`src/design/pipc_pkg.sv`:
```
// ----------------------------------------------------------------------------
// pipc_pkg
// Shared widths, register map, reset values and helpers for the projective
// image point colorer.
// ----------------------------------------------------------------------------
package pipc_pkg;

  // Default size of the image store
  localparam int unsigned DEF_MAX_IMAGE_PIXELS = 1048576;
  // Largest image side that is used; larger register values saturate here
  localparam int unsigned MAX_IMAGE_SIDE = 1024;

  localparam int COORD_W    = 16;
  localparam int COLOR_W    = 8;
  localparam int RGB_W      = 3 * COLOR_W;
  localparam int ADDR_W     = 20;
  localparam int EXT_ADDR_W = 25;
  localparam int SIDE_W     = 11;
  localparam int PADDR_W    = 5;
  localparam int PDATA_W    = 32;

  // Datapath widths
  localparam int S_W       = 34;
  localparam int NUM_W     = 64;
  localparam int DIV_STEPS = SIDE_W;
  localparam int DIV_LAT   = DIV_STEPS + 3;

  // Register indexes
  typedef logic [2:0] reg_idx_t;
  localparam reg_idx_t REG_POS_X  = 3'd0;
  localparam reg_idx_t REG_POS_Z  = 3'd1;
  localparam reg_idx_t REG_DIR_X  = 3'd2;
  localparam reg_idx_t REG_DIR_Z  = 3'd3;
  localparam reg_idx_t REG_INV_U  = 3'd4;
  localparam reg_idx_t REG_INV_V  = 3'd5;
  localparam reg_idx_t REG_WIDTH  = 3'd6;
  localparam reg_idx_t REG_HEIGHT = 3'd7;

  // Register reset values
  localparam logic signed [15:0] RST_POS_X  = 16'sd0;
  localparam logic signed [15:0] RST_POS_Z  = 16'sd0;
  localparam logic signed [15:0] RST_DIR_X  = 16'sd0;
  localparam logic signed [15:0] RST_DIR_Z  = -16'sd16384;
  localparam logic [15:0]        RST_INV_U  = 16'd5562;
  localparam logic [15:0]        RST_INV_V  = 16'd9889;
  localparam logic [SIDE_W-1:0]  RST_WIDTH  = 11'd1024;
  localparam logic [SIDE_W-1:0]  RST_HEIGHT = 11'd1024;

  // Sideband that travels with every request
  typedef struct packed {
    logic              is_wr;
    logic              live;
    logic [ADDR_W-1:0] addr;
    logic [RGB_W-1:0]  rgb;
  } side_t;

  // floor(c*2/5) as c*410 >> 10, exact for all 8-bit c
  function automatic logic [COLOR_W-1:0] dim_color(logic [COLOR_W-1:0] c);
    logic [16:0] p;
    p = 17'(c) * 17'd410;
    return COLOR_W'(p >> 10);
  endfunction

endpackage

```
`src/design/pipc_round_div.sv`:
```
// ----------------------------------------------------------------------------
// pipc_round_div
// Pipelined rounded division num / (s*8192), half away from zero, one
// quotient bit per stage. Flags quotients that do not fit the bit count.
// ----------------------------------------------------------------------------
module pipc_round_div (
  input  logic                                  clk_i,
  input  logic                                  en_i,
  input  logic signed [pipc_pkg::NUM_W-1:0]     num_i,
  input  logic signed [pipc_pkg::S_W-1:0]       s_i,
  output logic [pipc_pkg::DIV_STEPS-1:0]        q_o,
  output logic                                  neg_o,
  output logic                                  ovf_o
);

  localparam int NW = pipc_pkg::NUM_W;
  localparam int SW = pipc_pkg::S_W;
  localparam int QB = pipc_pkg::DIV_STEPS;
  localparam int AD_W = SW + 13;
  localparam int D_W = AD_W + 1;

  // Stage 0: magnitudes and sign
  logic [NW-1:0]   an_q;
  logic [AD_W-1:0] ad_q;
  logic            neg0_q;
  logic [SW-1:0]   abs_s;
  logic [NW-1:0]   abs_n;

  always_comb begin
    abs_n = num_i[NW-1] ? NW'(-num_i) : NW'(num_i);
    abs_s = s_i[SW-1] ? SW'(-s_i) : SW'(s_i);
  end

  always_ff @(posedge clk_i) begin
    if (en_i) begin
      an_q   <= abs_n;
      ad_q   <= {abs_s, 13'b0};
      neg0_q <= num_i[NW-1] ^ s_i[SW-1];
    end
  end

  // Stage 1: rounding bias, N = 2|num| + |den|, D = 2|den|
  logic [NW-1:0]  r1_q;
  logic [D_W-1:0] d1_q;
  logic           neg1_q;

  always_ff @(posedge clk_i) begin
    if (en_i) begin
      r1_q   <= {an_q[NW-2:0], 1'b0} + NW'(ad_q);
      d1_q   <= {ad_q, 1'b0};
      neg1_q <= neg0_q;
    end
  end

  // Stage 2: range check, then one restoring step per stage
  logic [NW-1:0]  r_q   [QB+1];
  logic [D_W-1:0] d_q   [QB+1];
  logic [QB-1:0]  q_q   [QB+1];
  logic           neg_q [QB+1];
  logic           ovf_q [QB+1];

  always_ff @(posedge clk_i) begin
    if (en_i) begin
      r_q[0]   <= r1_q;
      d_q[0]   <= d1_q;
      q_q[0]   <= '0;
      neg_q[0] <= neg1_q;
      ovf_q[0] <= r1_q >= (NW'(d1_q) << QB);
    end
  end

  for (genvar k = 0; k < QB; k++) begin : g_step
    logic [NW-1:0] t;
    logic          ge;

    always_comb begin
      t  = NW'(d_q[k]) << (QB - 1 - k);
      ge = r_q[k] >= t;
    end

    always_ff @(posedge clk_i) begin
      if (en_i) begin
        r_q[k+1]   <= ge ? r_q[k] - t : r_q[k];
        d_q[k+1]   <= d_q[k];
        q_q[k+1]   <= q_q[k] | (QB'(ge) << (QB - 1 - k));
        neg_q[k+1] <= neg_q[k];
        ovf_q[k+1] <= ovf_q[k];
      end
    end
  end

  assign q_o   = q_q[QB];
  assign neg_o = neg_q[QB];
  assign ovf_o = ovf_q[QB];

endmodule

```
`config.mk`:
```
export PLATFORM = sky130hd
export DESIGN_NAME = pipc_round_div
export DESIGN_NICKNAME = d
export VERILOG_FILES = /design/src/design/pipc_pkg.sv /design/src/design/pipc_round_div.sv
export SDC_FILE = /design/constraint.sdc
export NUM_CORES = 2
export LEC_CHECK = 0
export BUFFER_PORTS_ARGS = -buffer_cell sky130_fd_sc_hd__buf_2
export CORE_ASPECT_RATIO = 1.25
export CORE_MARGIN = 3
export CORE_UTILIZATION = 25
export CTS_CLUSTER_DIAMETER = 200
export DETAILED_ROUTE_END_ITERATION = 6
export SLEW_MARGIN = 20
export SYNTH_ARGS = -nofsm -noshare
export SYNTH_HDL_FRONTEND = slang
export SYNTH_SLANG_ARGS = --single-unit
```
`constraint.sdc`:
```
create_clock -name clk_i -period 11.23 [get_ports clk_i]
set_input_delay 0.5615 -clock clk_i [delete_from_list [all_inputs] [get_ports clk_i]]
set_output_delay 0.5615 -clock clk_i [all_outputs]
set_load 0.05 [all_outputs]
```
==> Flow_metrics.wiki <==
{| class="wikitable"
! Metric !! Value
|-
| Die outline width || between 400 and 500 um
|-
| Synth unique cells || a little over 90
|-
| Count of buffers added by post-CTS timing repair for setup || 0
|-
| Outcome || complete, no violations
|-
| Starting DRT DRC Count || 3045
|-
| Most area-hungry cell type in the Yosys netlist || sky130_fd_sc_hd__edfxtp_1
|-
| Area taken by multi-input logic gates || just under 0.03 mm2
|-
| Switching part of the total power || approximately 34%
|-
| Final WS setup || 6.29 ns
|-
| Port buffer count || approximately 110
|-
| Cell types with the largest area share after synthesis || sky130_fd_sc_hd__edfxtp_1 (56%), sky130_fd_sc_hd__ha_1 (7.7%), sky130_fd_sc_hd__xnor2_1 (4.1%)
|-
| First-pass iteration count of the detailed router || 6
|-
| Worst clock skew || between 0.03 and 0.04 ns
|-
| Part of the Yosys area used for sequential elements || a little under three fifths
|-
| Top post-synthesis cells by count || sky130_fd_sc_hd__edfxtp_1 (1353), sky130_fd_sc_hd__inv_1 (524), sky130_fd_sc_hd__nand2_1 (503)
|-
| Met3 track demand over resource || about 1.6%
|-
| Max-capacitance violation count || 0
|-
| Net Switching || 0.00639 W
|-
| Overall die area || slightly below 0.3 mm2
|-
| Final non-filler cell total || a little over 10000
|-
| Normalized max-slew margin || 21.9%
|-
| Placeable Area || 0.286 mm2
|-
| Crit Reg-Reg Startpoint || r_q[0][24]
|-
| GRT Resource Usage Total || between 10% and 20%
|-
| Clock tree from TritonCTS || done
|-
| Mean Syn Cell Area || about 11 um2
|-
| Most crowded layer after global routing || met2
|-
| Max-slew violations || 0
|-
| Final Routed Wirelength || approximately 160 mm
|-
| Number of cell rows || around 220
|-
| Antenna violations before repair || 13
|-
| Clk root buf || sky130_fd_sc_hd__clkbuf_16
|-
| Worst min-delay path class || in2reg
|-
| Residual overflow from global routing || 0
|-
| Worst reg2reg endpoint || r_q[1][44]
|-
| Maximum level of the CTS H-tree || 4
|-
| Share of total power in combinational logic || between 30% and 40%
|-
| Period Utilization, post-route || about 44%
|-
| Cell count of the worst hold path || 2
|-
| Routability congestion estimate from global placement || roughly 0.94
|-
| Worst setup slack before clock tree synthesis || ~6.4 ns
|-
| Most used standard cell by instance count after synthesis || sky130_fd_sc_hd__edfxtp_1
|-
| Slew at the pin closest to its max-slew limit || 1.16 ns
|-
| Max Freq || about 200 MHz
|-
| Clock-pin slew reported for the worst setup and hold paths after clock tree synthesis || about 0.060 ns
|-
| Library cell contributing the largest single delay on the critical path || sky130_fd_sc_hd__a221oi_1
|-
| FF-to-FF setup slack || roughly 6.3 ns
|-
| Number of warning messages in the yosys log || 0
|-
| Crit path capture type || flop
|-
| Portion of synthesized cell area occupied by the leading cell type || 56.4%
|-
| Share of final-layout standard cells stronger than drive strength 1 || about 7%
|-
| Min Clock Period, post-route || approximately 4.9 ns
|-
| Antenna Nets Post-Route || 0
|-
| Final-report setup violation count || 0
|-
| Buffer levels on the longest clock path || 3
|-
| Layout overhead on the synthesized area || 13.5%
|-
| Critical Path Fanout Max || 60
|-
| Arrival time reported for the critical path endpoint || around 5.5 ns
|-
| Worst-case reg-to-reg path depth || 14
|-
| Met2 track demand over resource in global routing || a little under a fifth
|-
| Hold_sp || num_i[31]
|-
| Required time of the critical path || about 12 ns
|-
| Clock insertion delay at the later pin of the skew report || between 0.7 and 0.8 ns
|-
| Post-synthesis cell count || 6274
|-
| Effective utilization at floorplan || approximately a quarter
|-
| Cell count after placement || around 10000
|-
| Worst hold path endpoint || an_q[31]
|-
| Register share of total power || 40.2%
|-
| Mean routed wirelength per cell || ~16 um
|-
| Vias after detailed routing || roughly 47000
|-
| Number of nets in the layout || 6966
|-
| RSZ-0062 raised after global routing || false
|-
| Portion of total power attributed to the clock network || between 20% and 30%
|-
| EDFF count, synth || roughly 1400
|-
| Number of endpoints with negative hold slack in the final report || 0
|-
| TritonCTS sink count || between 1000 and 1500
|-
| Detailed-route vias per instance || about 4.6
|-
| Post-DP HPWL || 126 mm
|-
| Post-Synthesis Net Count || approximately 7000
|-
| Internal Pwr Total || about 0.012 W
|-
| Fin Setup TNS || 0 ns
|-
| Total power density per cell area || 230 mW/mm2
|-
| Die height || approximately 610 um
|-
| Largest net degree at the start of global routing || 186
|-
| Max stage delay on crit path || 0.64 ns
|-
| Wire length of the first global-routing pass || ~260 mm
|-
| Crit Path Class || reg2reg
|-
| Share of flip-flops with an asynchronous set or reset || 0%
|-
| GRT met1 Usage || 13.0%
|-
| Flip-flop and latch count after synthesis || 1353
|-
| Highest ir drop seen on vdd || about 0.12 mV
|-
| Cell breakdown of the critical path || inv_1 -> ha_1 -> inv_1 -> fa_1 -> a211oi_1 -> o211ai_1 -> a221oi_1 -> o22ai_1 -> a211oi_1 -> o211ai_1 -> a211oi_4 -> buf_4 -> inv_1 -> mux2_2
|-
| Post-synthesis instance area || ~0.072 mm2
|-
| Vias in the first global route || 47700
|-
| CP dominant cell by count || sky130_fd_sc_hd__inv_1
|-
| Inserted Clock Buffers || 148
|-
| Smallest hold slack || about 0.086 ns
|-
| Critical path startpoint category || flop
|-
| Dominant register cell in the synthesized netlist || sky130_fd_sc_hd__edfxtp_1
|-
| Static leakage power || approximately 31 nW
|-
| Register area || 0.0406 mm2
|-
| Detailed-route DRC error count || 0
|-
| Top-level port count || 113
|-
| Filler cell count || between 20000 and 30000
|}
power by group through the flow:
stage                     clock, W  combinational (W)  sequential, W
after detailed placement         0            0.00648        0.00765
final                      0.00470            0.00653        0.00755
after CTS                  0.00487            0.00651        0.00755
after floorplan                  0            0.00495        0.00735
after global placement           0            0.00640        0.00764
after global routing       0.00508            0.00733        0.00765
through the flow:
stage / utilization [%] / instance area (um2) / total power (W)
after global routing: 28.6 / 81800 / 0.0201
after detailed placement: 27.0 / 77100 / 0.0141
after global placement: 27.0 / 77000 / 0.0140
final: 28.6 / 81800 / 0.0188
after floorplan: - / 72100 / 0.0123
after CTS: 28.6 / 81800 / 0.0189
state kept, by name (all words and copies together) (netlist names):
name,flops
ovf_q,12
neg_q,12
r1_q,63
neg0_q,1
ad_q,34
d_q,374
neg1_q,1
an_q,63
d1_q,34
q_q,66
r_q,693
cell type report:
cell class,count,share of cell area (%)
repair buffers,142,1.05
clock inverters,85,1.05
flip-flops and latches,1353,49.7
clock buffers,173,4.67
well taps,3757,5.75
inverters,525,2.41
diodes,1,0.00306
multi-input cells,4241,35.4
critical path: cells and delay by family (launching register included):
family | cells | cell delay [ns]
AOI/OAI and AO/OA | 7 | 2.65
buffers and inverters | 4 | 0.75
adders and majority gates | 2 | 0.58
DFF | 1 | 0.39
muxes | 1 | 0.30
cell families after synthesis:
group | share of synthesized area [%]
muxes | 0.747
adders and majority gates | 8.01
xor gates and xnor gates | 6.61
AOI/OAI and AO/OA | 13.4
and+or+nand+nor | 11.2
buffers and inverters | 3.58
DFF | 56.4
repair_timing:
item | 4_1_cts | 5_1_grt
gates resized for setup | 0 | 0
endpoints found under the hold margin | 1 | 0
hold buffers | 1 | 0
placed cells by master, fill, tap and decap left out, drive strengths merged, types with 23 or more instances in the layout:
cell type	n
clkinv	61
o211ai	23
o31ai	52
ha	444
mux2	46
nand4	98
a211oi	46
and3	55
nand2b	78
or4	42
inv	534
a31oi	40
xor2	206
nor2b	45
o21bai	49
or2	27
or3	53
buf	141
nand2	503
o21a	45
o21ai	425
a21o	215
nor3	101
o41ai	23
a21oi	486
nor2	343
xnor2	338
nand3	110
nor4	93
clkbuf	173
edfxtp	1353
metal layers:
layer | vias to the layer above | share of wire (%)
li1 | 23500 | -
met1 | 22000 | 43
met2 | 1124 | 48
met3 | 399 | 3.5
met4 | 0 | 5.3
met5 | - | 0
worst max path at each step:
stage | from | end | depth (start not counted)
finish | r_q[0][24] | r_q[1][44] | 14
global placement | r_q[9][49] | r_q[10][17] | 11
floorplan | r_q[0][24] | r_q[1][25] | 13
global route | r_q[0][24] | r_q[1][44] | 14
CTS | r_q[0][24] | r_q[1][44] | 14
detailed placement | r_q[0][24] | r_q[1][44] | 14
No activity file was read; power rests on OpenSTA's default activity.
